<file path="config.mk">
export PLATFORM = sky130hd
export DESIGN_NAME = audio_agc_leveler
export DESIGN_NICKNAME = d
export VERILOG_FILES = /design/src/rtl/core/agcl_pkg.sv /design/src/rtl/core/agcl_mul.sv /design/src/rtl/core/agcl_div.sv /design/src/rtl/core/audio_agc_leveler.sv
export SDC_FILE = /design/constraint.sdc
export NUM_CORES = 1
export LEC_CHECK = 0
export BUFFER_PORTS_ARGS = -buffer_cell sky130_fd_sc_hd__buf_2
export CORE_UTILIZATION = 40
export CTS_CLUSTER_SIZE = 14
export DETAILED_ROUTE_END_ITERATION = 12
export SETUP_SLACK_MARGIN = 0.2
export SKIP_LAST_GASP = 1
export SYNTH_ARGS = -nofsm -noshare
export SYNTH_HDL_FRONTEND = slang
export SYNTH_SLANG_ARGS = --single-unit
</file>
<file path="constraint.sdc">
create_clock -name clk -period 5.8 [get_ports clk]
set_input_delay 1.16 -clock clk [delete_from_list [all_inputs] [get_ports clk]]
set_output_delay 1.16 -clock clk [all_outputs]
set_load 0.05 [all_outputs]
</file>
<file path="src/rtl/core/agcl_pkg.sv">
// Shared types and constants of the AGC leveler.
// Used by agcl_mul, agcl_div and audio_agc_leveler; depends on nothing.
package agcl_pkg;

  localparam int SAMPLE_W   = 16;
  localparam int MAG_W      = 17;
  localparam int ENV_W      = 24;
  localparam int GAIN_W     = 23;
  localparam int COEF_W     = 24;
  localparam int TARGET_W   = 15;
  localparam int VOL_W      = 16;
  localparam int CFG_IDX_W  = 3;
  localparam int CFG_DATA_W = 24;

  localparam int MUL_A_W = 24;
  localparam int MUL_B_W = 39;
  localparam int DIV_N_W = 39;
  localparam int DIV_D_W = 25;
  localparam int CNT_W   = 6;
  localparam int RND_W   = 28;

  localparam logic [GAIN_W-1:0] GAIN_ONE = 23'd65536;
  localparam logic [GAIN_W-1:0] GAIN_MIN = 23'd16384;
  localparam logic [GAIN_W-1:0] GAIN_MAX = 23'd6553600;
  localparam logic [15:0]       SMOOTH_K = 16'd33554;

  localparam logic [CNT_W-1:0] ENV_STEPS    = 6'd24;
  localparam logic [CNT_W-1:0] DIV_STEPS    = 6'd39;
  localparam logic [CNT_W-1:0] SMOOTH_STEPS = 6'd16;
  localparam logic [CNT_W-1:0] GVOL_STEPS   = 6'd23;
  localparam logic [CNT_W-1:0] MAGT_STEPS   = 6'd39;

  localparam logic [CFG_IDX_W-1:0] REG_AGC_ENABLE   = 3'd0;
  localparam logic [CFG_IDX_W-1:0] REG_TARGET_LEVEL = 3'd1;
  localparam logic [CFG_IDX_W-1:0] REG_ATTACK_COEF  = 3'd2;
  localparam logic [CFG_IDX_W-1:0] REG_RELEASE_COEF = 3'd3;
  localparam logic [CFG_IDX_W-1:0] REG_VOLUME       = 3'd4;

  typedef enum logic [2:0] {
    S_IDLE,
    S_ENV,
    S_DIV,
    S_SMOOTH,
    S_GVOL,
    S_MAGT,
    S_DONE
  } state_t;

  typedef struct packed {
    logic load;
    logic step;
  } unit_ctl_t;

endpackage

</file>
<file path="src/rtl/core/agcl_mul.sv">
// Bit-serial shift-add multiplier, one bit per step cycle, LSB first.
// Product of n steps sits in {hi, lo} shifted right by MUL_B_W - n.
// Depends on agcl_pkg.
module agcl_mul (
  input  logic                         clk,
  input  agcl_pkg::unit_ctl_t          ctl,
  input  logic [agcl_pkg::MUL_A_W-1:0] a_in,
  input  logic [agcl_pkg::MUL_B_W-1:0] b_in,
  output logic [agcl_pkg::MUL_A_W-1:0] hi,
  output logic [agcl_pkg::MUL_B_W-1:0] lo
);

  logic [agcl_pkg::MUL_A_W-1:0] a;
  logic [agcl_pkg::MUL_A_W:0]   sum;

  assign sum = {1'b0, hi} + (lo[0] ? {1'b0, a} : '0);

  always_ff @(posedge clk) begin
    if (ctl.load) begin
      a  <= a_in;
      hi <= '0;
      lo <= b_in;
    end else if (ctl.step) begin
      hi <= sum[agcl_pkg::MUL_A_W:1];
      lo <= {sum[0], lo[agcl_pkg::MUL_B_W-1:1]};
    end
  end

endmodule

</file>
<file path="src/rtl/core/agcl_div.sv">
// Restoring radix-2 divider: (num << 24) / den, a quotient bit per step cycle.
// Depends on agcl_pkg.
module agcl_div (
  input  logic                          clk,
  input  agcl_pkg::unit_ctl_t           ctl,
  input  logic [agcl_pkg::TARGET_W-1:0] num_in,
  input  logic [agcl_pkg::DIV_D_W-1:0]  den_in,
  output logic [agcl_pkg::DIV_N_W-1:0]  quo
);

  logic [agcl_pkg::DIV_N_W-1:0] dnd;
  logic [agcl_pkg::DIV_D_W-1:0] den;
  logic [agcl_pkg::DIV_D_W-1:0] rem;
  logic [agcl_pkg::DIV_D_W:0]   rem2;
  logic [agcl_pkg::DIV_D_W:0]   trial;

  assign rem2  = {rem, dnd[agcl_pkg::DIV_N_W-1]};
  assign trial = rem2 - {1'b0, den};

  always_ff @(posedge clk) begin
    if (ctl.load) begin
      dnd <= {num_in, {(agcl_pkg::DIV_N_W - agcl_pkg::TARGET_W){1'b0}}};
      den <= den_in;
      rem <= '0;
      quo <= '0;
    end else if (ctl.step) begin
      dnd <= {dnd[agcl_pkg::DIV_N_W-2:0], 1'b0};
      if (!trial[agcl_pkg::DIV_D_W]) begin
        rem <= trial[agcl_pkg::DIV_D_W-1:0];
        quo <= {quo[agcl_pkg::DIV_N_W-2:0], 1'b1};
      end else begin
        rem <= rem2[agcl_pkg::DIV_D_W-1:0];
        quo <= {quo[agcl_pkg::DIV_N_W-2:0], 1'b0};
      end
    end
  end

endmodule

</file>
<file path="src/rtl/core/audio_agc_leveler.sv">
// Audio AGC leveler top level: sequencer, state, config registers, output register.
// Depends on agcl_pkg, agcl_mul and agcl_div.
//
// Usage: one signed Q1.15 sample enters on in_valid/in_stall and one leveled
// sample leaves on out_valid/out_stall per word. Config registers are written
// through cfg_wr_en/cfg_index/cfg_data; the user must write them only while
// no word is in flight, and the block itself does not enforce this.
// With AGC on and volume nonzero a word runs the envelope step, the divide,
// gain smoothing, gain times volume and sample times gain in turn; with AGC
// off it runs gain times volume and sample times gain only; with volume zero
// it goes straight to done with a zero result. The multiplies run on the
// bit-serial multiplier and the divide on the radix-2 divider.
// in_stall stays high from accept until the result moves to the output
// register. The output register holds a word while out_stall is high; the
// finished result waits in the core meanwhile and no new word is taken.
// Reset (synchronous, rst high) restores register defaults, clears the
// envelope, sets the applied gain to 1.0 and empties the output register.
module audio_agc_leveler (
  input  logic                            clk,
  input  logic                            rst,
  input  logic                            cfg_wr_en,
  input  logic [agcl_pkg::CFG_IDX_W-1:0]  cfg_index,
  input  logic [agcl_pkg::CFG_DATA_W-1:0] cfg_data,
  input  logic                            in_valid,
  output logic                            in_stall,
  input  logic signed [agcl_pkg::SAMPLE_W-1:0] sample_in,
  output logic                            out_valid,
  input  logic                            out_stall,
  output logic signed [agcl_pkg::SAMPLE_W-1:0] sample_out
);

  logic                            agc_enable;
  logic [agcl_pkg::TARGET_W-1:0]   target_level;
  logic [agcl_pkg::COEF_W-1:0]     attack_coef;
  logic [agcl_pkg::COEF_W-1:0]     release_coef;
  logic [agcl_pkg::VOL_W-1:0]      volume;

  agcl_pkg::state_t                state, state_next;
  logic [agcl_pkg::CNT_W-1:0]      cnt, cnt_next;
  logic [agcl_pkg::MAG_W-1:0]      mag;
  logic                            neg;
  logic                            dir_up;
  logic [agcl_pkg::ENV_W-1:0]      env;
  logic [agcl_pkg::GAIN_W-1:0]     gain;
  logic [agcl_pkg::SAMPLE_W-1:0]   res;

  agcl_pkg::unit_ctl_t             mul_ctl, div_ctl;
  logic [agcl_pkg::MUL_A_W-1:0]    mul_a, mul_hi;
  logic [agcl_pkg::MUL_B_W-1:0]    mul_b, mul_lo;
  logic [agcl_pkg::DIV_N_W-1:0]    quo;

  logic                            in_fire;
  logic                            run_done;
  logic                            out_free;
  logic [agcl_pkg::MAG_W-1:0]      in_mag;
  logic [agcl_pkg::ENV_W-1:0]      in_m;
  logic                            env_up_in;
  logic [agcl_pkg::ENV_W-1:0]      env_gap;
  logic [agcl_pkg::ENV_W-1:0]      env_upd;
  logic [agcl_pkg::DIV_D_W-1:0]    div_den;
  logic [agcl_pkg::GAIN_W-1:0]     g_clamp;
  logic                            g_up;
  logic [agcl_pkg::GAIN_W-1:0]     g_gap;
  logic [15:0]                     g_step;
  logic [agcl_pkg::GAIN_W-1:0]     gain_upd;
  logic [agcl_pkg::MUL_B_W-1:0]    gvol;
  logic [agcl_pkg::RND_W-1:0]      rnd;
  logic [agcl_pkg::SAMPLE_W-1:0]   r_sat;
  logic [agcl_pkg::SAMPLE_W-1:0]   res_val;

  agcl_mul u_mul (
    .clk  (clk),
    .ctl  (mul_ctl),
    .a_in (mul_a),
    .b_in (mul_b),
    .hi   (mul_hi),
    .lo   (mul_lo)
  );

  agcl_div u_div (
    .clk    (clk),
    .ctl    (div_ctl),
    .num_in (target_level),
    .den_in (div_den),
    .quo    (quo)
  );

  assign in_stall = rst || (state != agcl_pkg::S_IDLE);
  assign in_fire  = in_valid && !in_stall;
  assign run_done = (cnt == '0);
  assign out_free = !out_valid || !out_stall;

  assign in_mag    = sample_in[agcl_pkg::SAMPLE_W-1]
                     ? agcl_pkg::MAG_W'(-{sample_in[agcl_pkg::SAMPLE_W-1], sample_in})
                     : {1'b0, sample_in};
  assign in_m      = {in_mag[agcl_pkg::SAMPLE_W-1:0], 8'd0};
  assign env_up_in = in_m > env;
  assign env_gap   = env_up_in ? (in_m - env) : (env - in_m);

  assign env_upd = dir_up ? (env + mul_hi) : (env - mul_hi);
  assign div_den = {1'b0, env_upd} + agcl_pkg::DIV_D_W'(1);

  always_comb begin
    if (quo > agcl_pkg::DIV_N_W'(agcl_pkg::GAIN_MAX)) begin
      g_clamp = agcl_pkg::GAIN_MAX;
    end else if (quo < agcl_pkg::DIV_N_W'(agcl_pkg::GAIN_MIN)) begin
      g_clamp = agcl_pkg::GAIN_MIN;
    end else begin
      g_clamp = quo[agcl_pkg::GAIN_W-1:0];
    end
  end

  assign g_up     = g_clamp >= gain;
  assign g_gap    = g_up ? (g_clamp - gain) : (gain - g_clamp);
  assign g_step   = mul_hi[23:8] + 16'(mul_hi[7]);
  assign gain_upd = dir_up ? (gain + agcl_pkg::GAIN_W'(g_step))
                           : (gain - agcl_pkg::GAIN_W'(g_step));

  assign gvol = {mul_hi[15:0], mul_lo[agcl_pkg::MUL_B_W-1:16]};
  assign rnd  = {mul_hi[16:0], mul_lo[agcl_pkg::MUL_B_W-1:28]}
                + agcl_pkg::RND_W'(mul_lo[27]);

  always_comb begin
    if (neg) begin
      r_sat   = (rnd > agcl_pkg::RND_W'(32768)) ? 16'd32768 : rnd[15:0];
      res_val = 16'(-r_sat);
    end else begin
      r_sat   = (rnd > agcl_pkg::RND_W'(32767)) ? 16'd32767 : rnd[15:0];
      res_val = r_sat;
    end
  end

  always_comb begin
    state_next = state;
    unique case (state)
      agcl_pkg::S_IDLE: begin
        if (in_fire) begin
          if (volume == '0) begin
            state_next = agcl_pkg::S_DONE;
          end else if (agc_enable) begin
            state_next = agcl_pkg::S_ENV;
          end else begin
            state_next = agcl_pkg::S_GVOL;
          end
        end
      end
      agcl_pkg::S_ENV:    if (run_done) state_next = agcl_pkg::S_DIV;
      agcl_pkg::S_DIV:    if (run_done) state_next = agcl_pkg::S_SMOOTH;
      agcl_pkg::S_SMOOTH: if (run_done) state_next = agcl_pkg::S_GVOL;
      agcl_pkg::S_GVOL:   if (run_done) state_next = agcl_pkg::S_MAGT;
      agcl_pkg::S_MAGT:   if (run_done) state_next = agcl_pkg::S_DONE;
      agcl_pkg::S_DONE:   if (out_free) state_next = agcl_pkg::S_IDLE;
      default:            state_next = agcl_pkg::S_IDLE;
    endcase
  end

  always_comb begin
    mul_ctl  = '0;
    div_ctl  = '0;
    mul_a    = '0;
    mul_b    = '0;
    cnt_next = run_done ? cnt : (cnt - agcl_pkg::CNT_W'(1));
    unique case (state)
      agcl_pkg::S_IDLE: begin
        if (in_fire && (volume != '0)) begin
          mul_ctl.load = 1'b1;
          if (agc_enable) begin
            mul_a    = env_up_in ? attack_coef : release_coef;
            mul_b    = agcl_pkg::MUL_B_W'(env_gap);
            cnt_next = agcl_pkg::ENV_STEPS;
          end else begin
            mul_a    = agcl_pkg::MUL_A_W'(volume);
            mul_b    = agcl_pkg::MUL_B_W'(agcl_pkg::GAIN_ONE);
            cnt_next = agcl_pkg::GVOL_STEPS;
          end
        end
      end
      agcl_pkg::S_ENV: begin
        mul_ctl.step = !run_done;
        if (run_done) begin
          div_ctl.load = 1'b1;
          cnt_next     = agcl_pkg::DIV_STEPS;
        end
      end
      agcl_pkg::S_DIV: begin
        div_ctl.step = !run_done;
        if (run_done) begin
          mul_ctl.load = 1'b1;
          mul_a        = agcl_pkg::MUL_A_W'(g_gap);
          mul_b        = agcl_pkg::MUL_B_W'(agcl_pkg::SMOOTH_K);
          cnt_next     = agcl_pkg::SMOOTH_STEPS;
        end
      end
      agcl_pkg::S_SMOOTH: begin
        mul_ctl.step = !run_done;
        if (run_done) begin
          mul_ctl.load = 1'b1;
          mul_a        = agcl_pkg::MUL_A_W'(volume);
          mul_b        = agcl_pkg::MUL_B_W'(gain_upd);
          cnt_next     = agcl_pkg::GVOL_STEPS;
        end
      end
      agcl_pkg::S_GVOL: begin
        mul_ctl.step = !run_done;
        if (run_done) begin
          mul_ctl.load = 1'b1;
          mul_a        = agcl_pkg::MUL_A_W'(mag);
          mul_b        = gvol;
          cnt_next     = agcl_pkg::MAGT_STEPS;
        end
      end
      agcl_pkg::S_MAGT: begin
        mul_ctl.step = !run_done;
      end
      agcl_pkg::S_DONE: begin
      end
      default: begin
      end
    endcase
  end

  always_ff @(posedge clk) begin
    if (rst) begin
      state <= agcl_pkg::S_IDLE;
      cnt   <= '0;
    end else begin
      state <= state_next;
      cnt   <= cnt_next;
    end
  end

  always_ff @(posedge clk) begin
    if (rst) begin
      agc_enable   <= 1'b1;
      target_level <= 15'd9830;
      attack_coef  <= 24'd34900;
      release_coef <= 24'd2330;
      volume       <= 16'd4096;
    end else if (cfg_wr_en) begin
      unique case (cfg_index)
        agcl_pkg::REG_AGC_ENABLE:   agc_enable   <= cfg_data[0];
        agcl_pkg::REG_TARGET_LEVEL: target_level <= cfg_data[agcl_pkg::TARGET_W-1:0];
        agcl_pkg::REG_ATTACK_COEF:  attack_coef  <= cfg_data[agcl_pkg::COEF_W-1:0];
        agcl_pkg::REG_RELEASE_COEF: release_coef <= cfg_data[agcl_pkg::COEF_W-1:0];
        agcl_pkg::REG_VOLUME:       volume       <= cfg_data[agcl_pkg::VOL_W-1:0];
        default: begin
        end
      endcase
    end
  end

  always_ff @(posedge clk) begin
    if (rst) begin
      env  <= '0;
      gain <= agcl_pkg::GAIN_ONE;
    end else begin
      if ((state == agcl_pkg::S_ENV) && run_done) begin
        env <= env_upd;
      end
      if ((state == agcl_pkg::S_SMOOTH) && run_done) begin
        gain <= gain_upd;
      end
    end
  end

  always_ff @(posedge clk) begin
    if (in_fire) begin
      mag    <= in_mag;
      neg    <= sample_in[agcl_pkg::SAMPLE_W-1];
      dir_up <= env_up_in;
    end else if ((state == agcl_pkg::S_DIV) && run_done) begin
      dir_up <= g_up;
    end
    if (in_fire && (volume == '0)) begin
      res <= '0;
    end else if ((state == agcl_pkg::S_MAGT) && run_done) begin
      res <= res_val;
    end
  end

  always_ff @(posedge clk) begin
    if (rst) begin
      out_valid <= 1'b0;
    end else if ((state == agcl_pkg::S_DONE) && out_free) begin
      out_valid <= 1'b1;
    end else if (!out_stall) begin
      out_valid <= 1'b0;
    end
  end

  always_ff @(posedge clk) begin
    if ((state == agcl_pkg::S_DONE) && out_free) begin
      sample_out <= res;
    end
  end

  a_mute_path: assert property (@(posedge clk) disable iff (rst)
    ((state == agcl_pkg::S_IDLE) && in_valid && (volume == '0))
    |=> ((state == agcl_pkg::S_DONE) && (res == '0)))
    else $error("muted word did not go straight to done with zero result");

  a_gain_hold: assert property (@(posedge clk) disable iff (rst)
    !((state == agcl_pkg::S_SMOOTH) && run_done) |=> (gain == $past(gain)))
    else $error("applied gain moved outside the smoothing step");

  a_env_hold: assert property (@(posedge clk) disable iff (rst)
    !((state == agcl_pkg::S_ENV) && run_done) |=> (env == $past(env)))
    else $error("envelope moved outside the envelope step");

  a_out_source: assert property (@(posedge clk) disable iff (rst)
    $rose(out_valid) |-> ($past(state) == agcl_pkg::S_DONE))
    else $error("output word appeared without a finished result");

endmodule

</file>
# == After elaboration in Yosys (flattened, before gate mapping) ==
# Index checks and enable logic that the tools add are counted.
# totals
register_bits,379
output_inout_bits,18
wordCells,152
# classes
add_sub_neg,16
n_lt_le_gt_ge,6
eq_ne,18
mux,57
n_reduce_logical,32
# ops
op,count
$mux 39,6
$mux 24,7
$pmux 39 s4,1
$mux 23,6
$mux 16,6
$pmux 24 s4,1
$sub 24x24->24,3
$sub 23x23->23,2
$gt 39x23->1 const B,1
$lt 39x15->1 const B,1
$mux 6,5
$add 28x1->28,1
$gt 28x15->1 const B,1
$gt 28x16->1 const B,1
$mux 3,9
$sub 26x25->26,1
$add 24x1->25 const B,1
$add 24x25->25,1
$mux 25,1
$add 24x24->24,1
$gt 24x24->1,1
$pmux 6 s4,1
$add 23x16->23,1
$ge 23x23->1,1
other kinds (29),69

# == Depth between registers and ports, before layout ==
# Gate-level depths: netlist of run 1.
# logic_depth
ltp_word,8
ltp_mapped,22
depth_no_buf,20

# == Modules after synthesis ==
# Synthesis of run 1 repeated with hierarchy kept, for this count alone.
# hier_totals
cells_unflattened,3259
hier_area_um2,27040.9
# by_module_without_submodules
mod,instances,cells_per_inst,area_each_um2,seq_area_each_um2
audio_agc_leveler,1,2359,17331.6,4113.9
agcl_div,1,530,5288.8,2482.4
agcl_mul,1,370,4420.5,2372.3

# == Worst setup path after synthesis of run 1 ==
# OpenSTA, ideal clock, no wires.
# synth_path
path_type,input to register
startpoint,in sample_in[3] in the netlist's numbering
endpoint,reg u_mul.lo[23] in the netlist's numbering (data pin)
setup_time_ns,0.130
t_arrival_ns,5.560
slack_ns,0.110
path_stages,16
cell_sequence,or3_1 -> or3b_2 -> or2_2 -> o41ai_1 -> xnor2_1 -> ha_1 -> clkbuf_1 -> nand2_1 -> o21ai_0 -> a211oi_1 -> a21boi_1 -> nor2_4 -> mux2_4 -> o311a_1 -> a2111oi_0 -> a211o_1
# synth_via
elab_chain_cells,8
# synth_lines
item,line_no,rtl
start: declaration,audio_agc_leveler.sv:26,"input logic signed [agcl_pkg::SAMPLE_W-1:0] sample_in,"
$neg 17->17 (*),audio_agc_leveler.sv:94,"? agcl_pkg::MAG_W'(-{sample_in[agcl_pkg::SAMPLE_W-1], sample_in})"
$mux 16 (*),audio_agc_leveler.sv:94,
named net in_mag (one bit),audio_agc_leveler.sv:55,logic [agcl_pkg::MAG_W-1:0] in_mag;
$sub 24x24->24 or $gt 24x24->1 (tied branches),"audio_agc_leveler.sv:98, audio_agc_leveler.sv:97",
$mux 24 (*),audio_agc_leveler.sv:98,assign env_gap = env_up_in ? (in_m - env) : (env - in_m);
$mux 24 (*),audio_agc_leveler.sv:167,if (agc_enable) begin
$mux 39 (*),audio_agc_leveler.sv:165,if (in_fire && (volume != '0)) begin
$pmux 39 s4 (*),audio_agc_leveler.sv:163,unique case (state)
$mux 39 (*),agcl_mul.sv:19,if (ctl.load) begin
end signal: assignment,agcl_mul.sv:22,lo <= b_in;
end signal: assignment,agcl_mul.sv:25,"lo <= {sum[0], lo[agcl_pkg::MUL_B_W-1:1]};"
end: declaration,agcl_mul.sv:10,output logic [agcl_pkg::MUL_B_W-1:0] lo
# The timed path passes the listed nets; every way through them passes the cells marked *.
# A chain may end at the register's enable or synchronous reset.

# == Worst setup path in the final report of run 1 ==
# layout_path
startpoint,reg u_mul.hi[7] in the netlist's numbering
endpoint,reg u_mul.lo[21] in the netlist's numbering (data pin)
# layout_via
elab_chain_cells,6
# layout_lines
item,line_no,rtl
start: declaration,agcl_mul.sv:9,"output logic [agcl_pkg::MUL_A_W-1:0] hi,"
start signal: assignment,agcl_mul.sv:24,hi <= sum[agcl_pkg::MUL_A_W:1];
$add 16x1->16 (*),audio_agc_leveler.sv:115,assign g_step = mul_hi[23:8] + 16'(mul_hi[7]);
$sub 23x16->23 or $add 23x16->23 (tied branches),"audio_agc_leveler.sv:117, audio_agc_leveler.sv:116",
$mux 23 (*),audio_agc_leveler.sv:116,assign gain_upd = dir_up ? (gain + agcl_pkg::GAIN_W'(g_step))
$mux 23 (*),audio_agc_leveler.sv:196,if (run_done) begin
$pmux 39 s4 (*),audio_agc_leveler.sv:163,
$mux 39 (*),agcl_mul.sv:19,
# Mark *: on every way between the ends. The rest lies on a longest branch, timed or not.

==> impl_metrics.ini, run 1 <==
[global_route]
grt_overflow = 0
track_usage_pct = 25.4
grt_max_degree = 95
grt_pass1_wl_mm = 139
antenna_found_initial = 2
grt_pass1_vias = 23308

[worst_setup_path]
crit_path_frequent_cell = ha_1
rr_worst_depth = 19
cp_cell_sequence = inv_1, ha_1, inv_1, ha_1, or4b_2, o31ai_1, o21ai_1, or4_1, o21ai_0, xor2_1, ha_1, a21oi_1, nor2b_1, o21ai_0, nand4_1, a41oi_2, xnor2_1, nand2_1, o211ai_1
critPathCaptureType = flip-flop
critPathMaxFanout = 7
cp.arrival_ps = 5640
critPathRequiredTime_ps = 6140
crit_type = reg -> reg
max_stage_delay_ps = 620
crit_path_start_kind = flip-flop
cp_slowest_cell = or4_1

[place]
dp_hpwl_mm = 68.0
io_buffer_count = 65
place.gp.congestion = 0.988

[logic_synthesis]
synth_top_cell_by_area = dfxtp_1
synth_edf_count = 138
synth_most_common_cell = nand2_1
synth_commonest_cells = nand2_1 (612), a21oi_1 (306), dfxtp_1 (241), o21ai_0 (215)
ys_top_cells_by_area = dfxtp_1 (18%), edfxtp_1 (15%), ha_1 (8.6%)
synth-main-ff-cell = dfxtp_1
ys_seq_elements = 379
avgSynthCellArea_um2 = 7.87
syn_area_um2 = 27500
yosys_warnings = 0
ys_types = 88
syn_nets = 3734
async_flop_share_pct = 0
synth-seq-area-share_pct = 32.7
synth_top_area_share_pct = 17.6
synthCells = 3491

[clock_network]
clkTransAtPathRegs_ps = 60
root_buffer = clkbuf_16
clk_path_buf_depth = 3
h-tree-depth = 2
cts_buffers = 45
cts_hold_buf = 0
tritoncts = built
post_cts.repair.setup_buffers = 0
clk_latency_ps = 620
clock-sinks = 379
ctsResizeCount = 0

[power]
p_per_area_nw_per_um2 = 479
p_leak_nw = 12.2
ir_worst_vdd_v = 0.000296

[timing]
holdWs_ps = 437
hold_viol_final = 0
slew_headroom_pct = 22.5
final.setup_skew_ps = 44.0
rsz0062_at_grt = true
tightest_slew_ps = 1160
fin_crit_ps = 5290
slew_viol_final = 0
finalSetupViolCount = 0
fmax_mhz = 189
finalCritPeriodShare_pct = 91.3
setup_tns_ps = 0

[detailed_routing]
drc = 0
route.antenna.remaining_nets = 0
drt-total-wl_mm = 90.5
num_vias = 25467
viasPerCell = 5.78
drt_iter0_drc = 2306
route.detailed.wl_per_inst_um = 20.5
dr.pass1.iters = 6

[floorplan]
initial_core_util_pct = 40.7
die_x_um = 264
pin_count = 66
die_h_um = 264
dieArea_um2 = 69700
rows = 95
core_area_um2 = 67500

[status]
status = completed

[worst_hold_path]
hp-class = reg -> reg
hold_depth = 0

[run]
max-cap-violations = 0

[layout]
syn_to_final_growth_pct = 11.0
nFillCells = 6787
nets = 3740
drive_above_1_share_pct = 8.43
report_power, final:
part	leakage (nW)	switching, mW	internal, mW
logic	8.20	4.85	3.05
registers	3.24	0.471	3.25
clock network	0.753	1.26	1.73
final cells by class:
type	instances	area, um2	share of cell area (%)
diodes	1	2.50	0.00821
clock buffers	59	1290	4.25
clock inverters	25	274	0.899
inverters	176	661	2.17
multi-input cells	2735	17100	56.2
flip-flops and latches	379	8970	29.4
well taps	873	1090	3.58
repair buffers	160	1040	3.42
cell usage in the layout, fill, tap and decap left out, drive strengths merged, types with 33 or more instances in the layout:
| cell type | instances |
|---|---|
| nand4 | 49 |
| and2 | 42 |
| and3 | 37 |
| nand3 | 115 |
| nor2 | 189 |
| dfxtp | 241 |
| o21a | 33 |
| nor3 | 88 |
| or3 | 35 |
| a21oi | 306 |
| inv | 177 |
| ha | 188 |
| buf | 160 |
| xnor2 | 135 |
| o21ai | 218 |
| o211ai | 43 |
| nand2 | 612 |
| a211oi | 38 |
| edfxtp | 138 |
| xor2 | 83 |
| a21o | 60 |
| clkbuf | 59 |
worst max-delay path: cells and delay by family, from the launching register on:
kind                     cells  cell delay [ps]
adder cells (fa/ha/maj)      3              930
AO/OA/AOI/OAI                7             1390
flip-flops                   1              470
XOR/XNOR                     2              330
AND/OR/NAND/NOR              5             1710
buffers and inverters        2              230
through the flow:
stage	power [mW]	area (um2)	worst slack, ps	cells	utilization, %
after floorplan	9.19	27500	237	3491	-
after global placement	11.5	28900	110	4323	42.8
after detailed placement	11.5	28900	35.0	4323	42.8
after CTS	14.6	30500	358	4407	45.1
after global routing	15.6	30500	168	4407	45.1
final	14.6	30500	506	4408	45.1
state kept, by name, indices dropped and copies added, names as in the netlist, 3 cells and up:
signal	flops
attack_coef	24
cnt	6
env	24
gain	23
mag	17
release_coef	24
res	16
sample_out	16
state	3
target_level	15
u_div.den	25
u_div.dnd	15
u_div.quo	39
u_div.rem	25
u_mul.a	24
u_mul.hi	24
u_mul.lo	39
volume	16
logic make-up (layout without fill, tap and decap cells):
group | after synthesis | count (layout) | synth area share [%]
AND/OR/NAND/NOR | 1336 | 1336 | 22.8
buffers and inverters | 377 | 420 | 5.19
adder cells (fa/ha/maj) | 195 | 195 | 9.08
AO/OA/AOI/OAI | 943 | 943 | 21.7
flip-flops | 379 | 379 | 32.7
other | 1 | 2 | 0.0137
XOR/XNOR | 218 | 218 | 6.95
multiplexers | 42 | 42 | 1.59
worst paths after layout:
path | startpoint | to | slack [ps]
setup / recovery | u_mul.hi[7] | u_mul.lo[21] | 510
hold / removal | res[8] | sample_out[8] | 440
setup reg to reg | u_mul.hi[7] | u_mul.lo[21] | 510
hold reg to reg | res[8] | sample_out[8] | 440
per-layer routing:
layer	wire, um	global-route usage, %	up-vias	share of wire (%)
met5	23	0	-	0.025
met4	3380	9.37	4	3.7
met3	5400	2.80	159	6.0
met2	40800	41.0	849	45
met1	40900	35.0	11967	45
li1	-	-	12488	-
Power figures use the tool's default switching activity.
==> inputs of run 2 (changes only) <==
--- a/config.mk
+++ b/config.mk
@@ -9,8 +9,10 @@
 export CORE_UTILIZATION = 40
 export CTS_CLUSTER_SIZE = 14
 export DETAILED_ROUTE_END_ITERATION = 12
+export PLACE_DENSITY = 0.59
 export SETUP_SLACK_MARGIN = 0.2
 export SKIP_LAST_GASP = 1
+export SLEW_MARGIN = 10
 export SYNTH_ARGS = -nofsm -noshare
 export SYNTH_HDL_FRONTEND = slang
 export SYNTH_SLANG_ARGS = --single-unit
==> impl_metrics.ini, run 2 (same netlist as run 1, synthesis figures left out) <==
[layout]
layout.cells.non_filler = 4407
reg.largest.list = u_div.quo (39), u_mul.lo (39)
drive_above_1_share_pct = 8.32
nets = 3739
final_core_util_pct = 45.0
layout.cells.most_common = nand2_1
final_cell_mix = nand2_1 (611), a21oi_1 (304), dfxtp_1 (240)
syn_to_final_growth_pct = 10.8
nFillCells = 6813

[power]
p_per_area_nw_per_um2 = 480
totalPowerFinal_mw = 14.6
p_leak_nw = 12.2
ir_worst_vdd_v = 0.000248

[clock_network]
cts_buffers = 45
h-tree-depth = 2
clk_path_buf_depth = 3
clock-sinks = 379
cts_hold_buf = 0
root_buffer = clkbuf_16
clk_latency_ps = 620
clkTransAtPathRegs_ps = 60
tritoncts = built
post_cts.repair.setup_buffers = 0

[detailed_routing]
num_vias = 25490
route.detailed.wl_per_inst_um = 20.6
drt-total-wl_mm = 90.8
viasPerCell = 5.78
route.antenna.remaining_nets = 0
drc = 0
dr.pass1.iters = 8
drt_iter0_drc = 2219

[floorplan]
rows = 95
dieArea_um2 = 69700
core_area_um2 = 67500
initial_core_util_pct = 40.7
die_h_um = 264
die_x_um = 264
pin_count = 66

[worst_setup_path]
crit_type = reg -> reg
critPathRequiredTime_ps = 6240
critPathCaptureType = flip-flop
crit_path_start_kind = flip-flop
cp.arrival_ps = 5830
critPathMaxFanout = 10

[timing]
rsz0062_at_grt = true
final.setup_skew_ps = 46.1
setup_tns_ps = 0
finalCritPeriodShare_pct = 92.8
tightest_slew_ps = 1140
fin_crit_ps = 5380
fmax_mhz = 186
hold_viol_final = 0
finalSetupViolCount = 0
slew_viol_final = 0
slew_headroom_pct = 23.6
setup_slack_ps = 416

[global_route]
grt_pass1_wl_mm = 139
grt_overflow = 0
track_usage_pct = 25.4
grt_pass1_vias = 23437
grt_max_degree = 95
antenna_found_initial = 3

[run]
max-cap-violations = 0

[place]
io_buffer_count = 65
place.gp.congestion = 0.972
dp_hpwl_mm = 68.0
placed_cells = 4322
place_ws_ps = 40.1

[worst_hold_path]
hp-class = reg -> reg

[status]
status = completed
## run 2: cell count changes in the layout (fill, tap and decap cells not counted), sizes merged
cell | before | now
clkbuf | 59 | 54
clkinv | 15 | 22
buf | 160 | 159
clkinvlp | 6 | 3
inv | 177 | 178
## run 2: metrics by stage
step / hold slack [ps] / area [um2]
global route: 441 / 30400
floorplan: 403 / 27500
finish: 427 / 30400
global placement: 416 / 28900
detailed placement: 415 / 28900
CTS: 433 / 30400
## run 2: area by class of cell
| class | count | area [um2] | share of cell area, % |
|---|---|---|---|
| flip-flops and latches | 379 | 8970 | 29.5 |
| diodes | 1 | 2.50 | 0.00823 |
| clock inverters | 30 | 287 | 0.942 |
| inverters | 176 | 661 | 2.17 |
| multi-input cells | 2735 | 17100 | 56.3 |
| repair buffers | 159 | 1050 | 3.44 |
| well taps | 873 | 1090 | 3.59 |
| clock buffers | 54 | 1220 | 4.02 |
## run 2: path summary, 6_finish.rpt
| path | start | end | slack [ps] | cells after the start |
|---|---|---|---|---|
| setup / recovery | u_mul.hi[7] | u_mul.lo[20] | 420 | 18 |
| hold / removal | res[8] | sample_out[8] | 430 | 0 |
| setup reg to reg | u_mul.hi[7] | u_mul.lo[20] | 420 | 18 |
| hold reg to reg | res[8] | sample_out[8] | 430 | 0 |
## run 2: what timing repair did
item	CTS	global route
resized for setup	0	4
setup endpoints to repair	0	17
endpoints found under the hold margin	0	0
## run 2: critical path, cell delays in order, from the launching register on
cell      delay (ps)
dfxtp_2          470
inv_1            140
ha_1             390
inv_1             90
ha_1             180
or4b_2           590
o31ai_1          120
o21ai_0          270
or4_4            590
o21ai_0          240
xor2_1           130
ha_1             420
nand4_1          130
a21oi_1          230
o22ai_1          160
o21ai_0          250
xor2_1           440
a22oi_1          140
a211oi_1         260
## run 2: routing by layer
| metal | share of wire (%) | global-route usage (%) | vias to the layer above |
|---|---|---|---|
| li1 | - | - | 12495 |
| met1 | 45 | 34.8 | 11998 |
| met2 | 45 | 40.6 | 832 |
| met3 | 6.3 | 3.31 | 161 |
| met4 | 4.1 | 9.98 | 4 |
| met5 | 0.030 | 0 | - |
## run 2: report_power, final
| part | internal, mW | switching, mW |
|---|---|---|
| clock network | 1.65 | 1.27 |
| registers | 3.25 | 0.474 |
| logic | 3.06 | 4.89 |
| total | 7.96 | 6.63 |
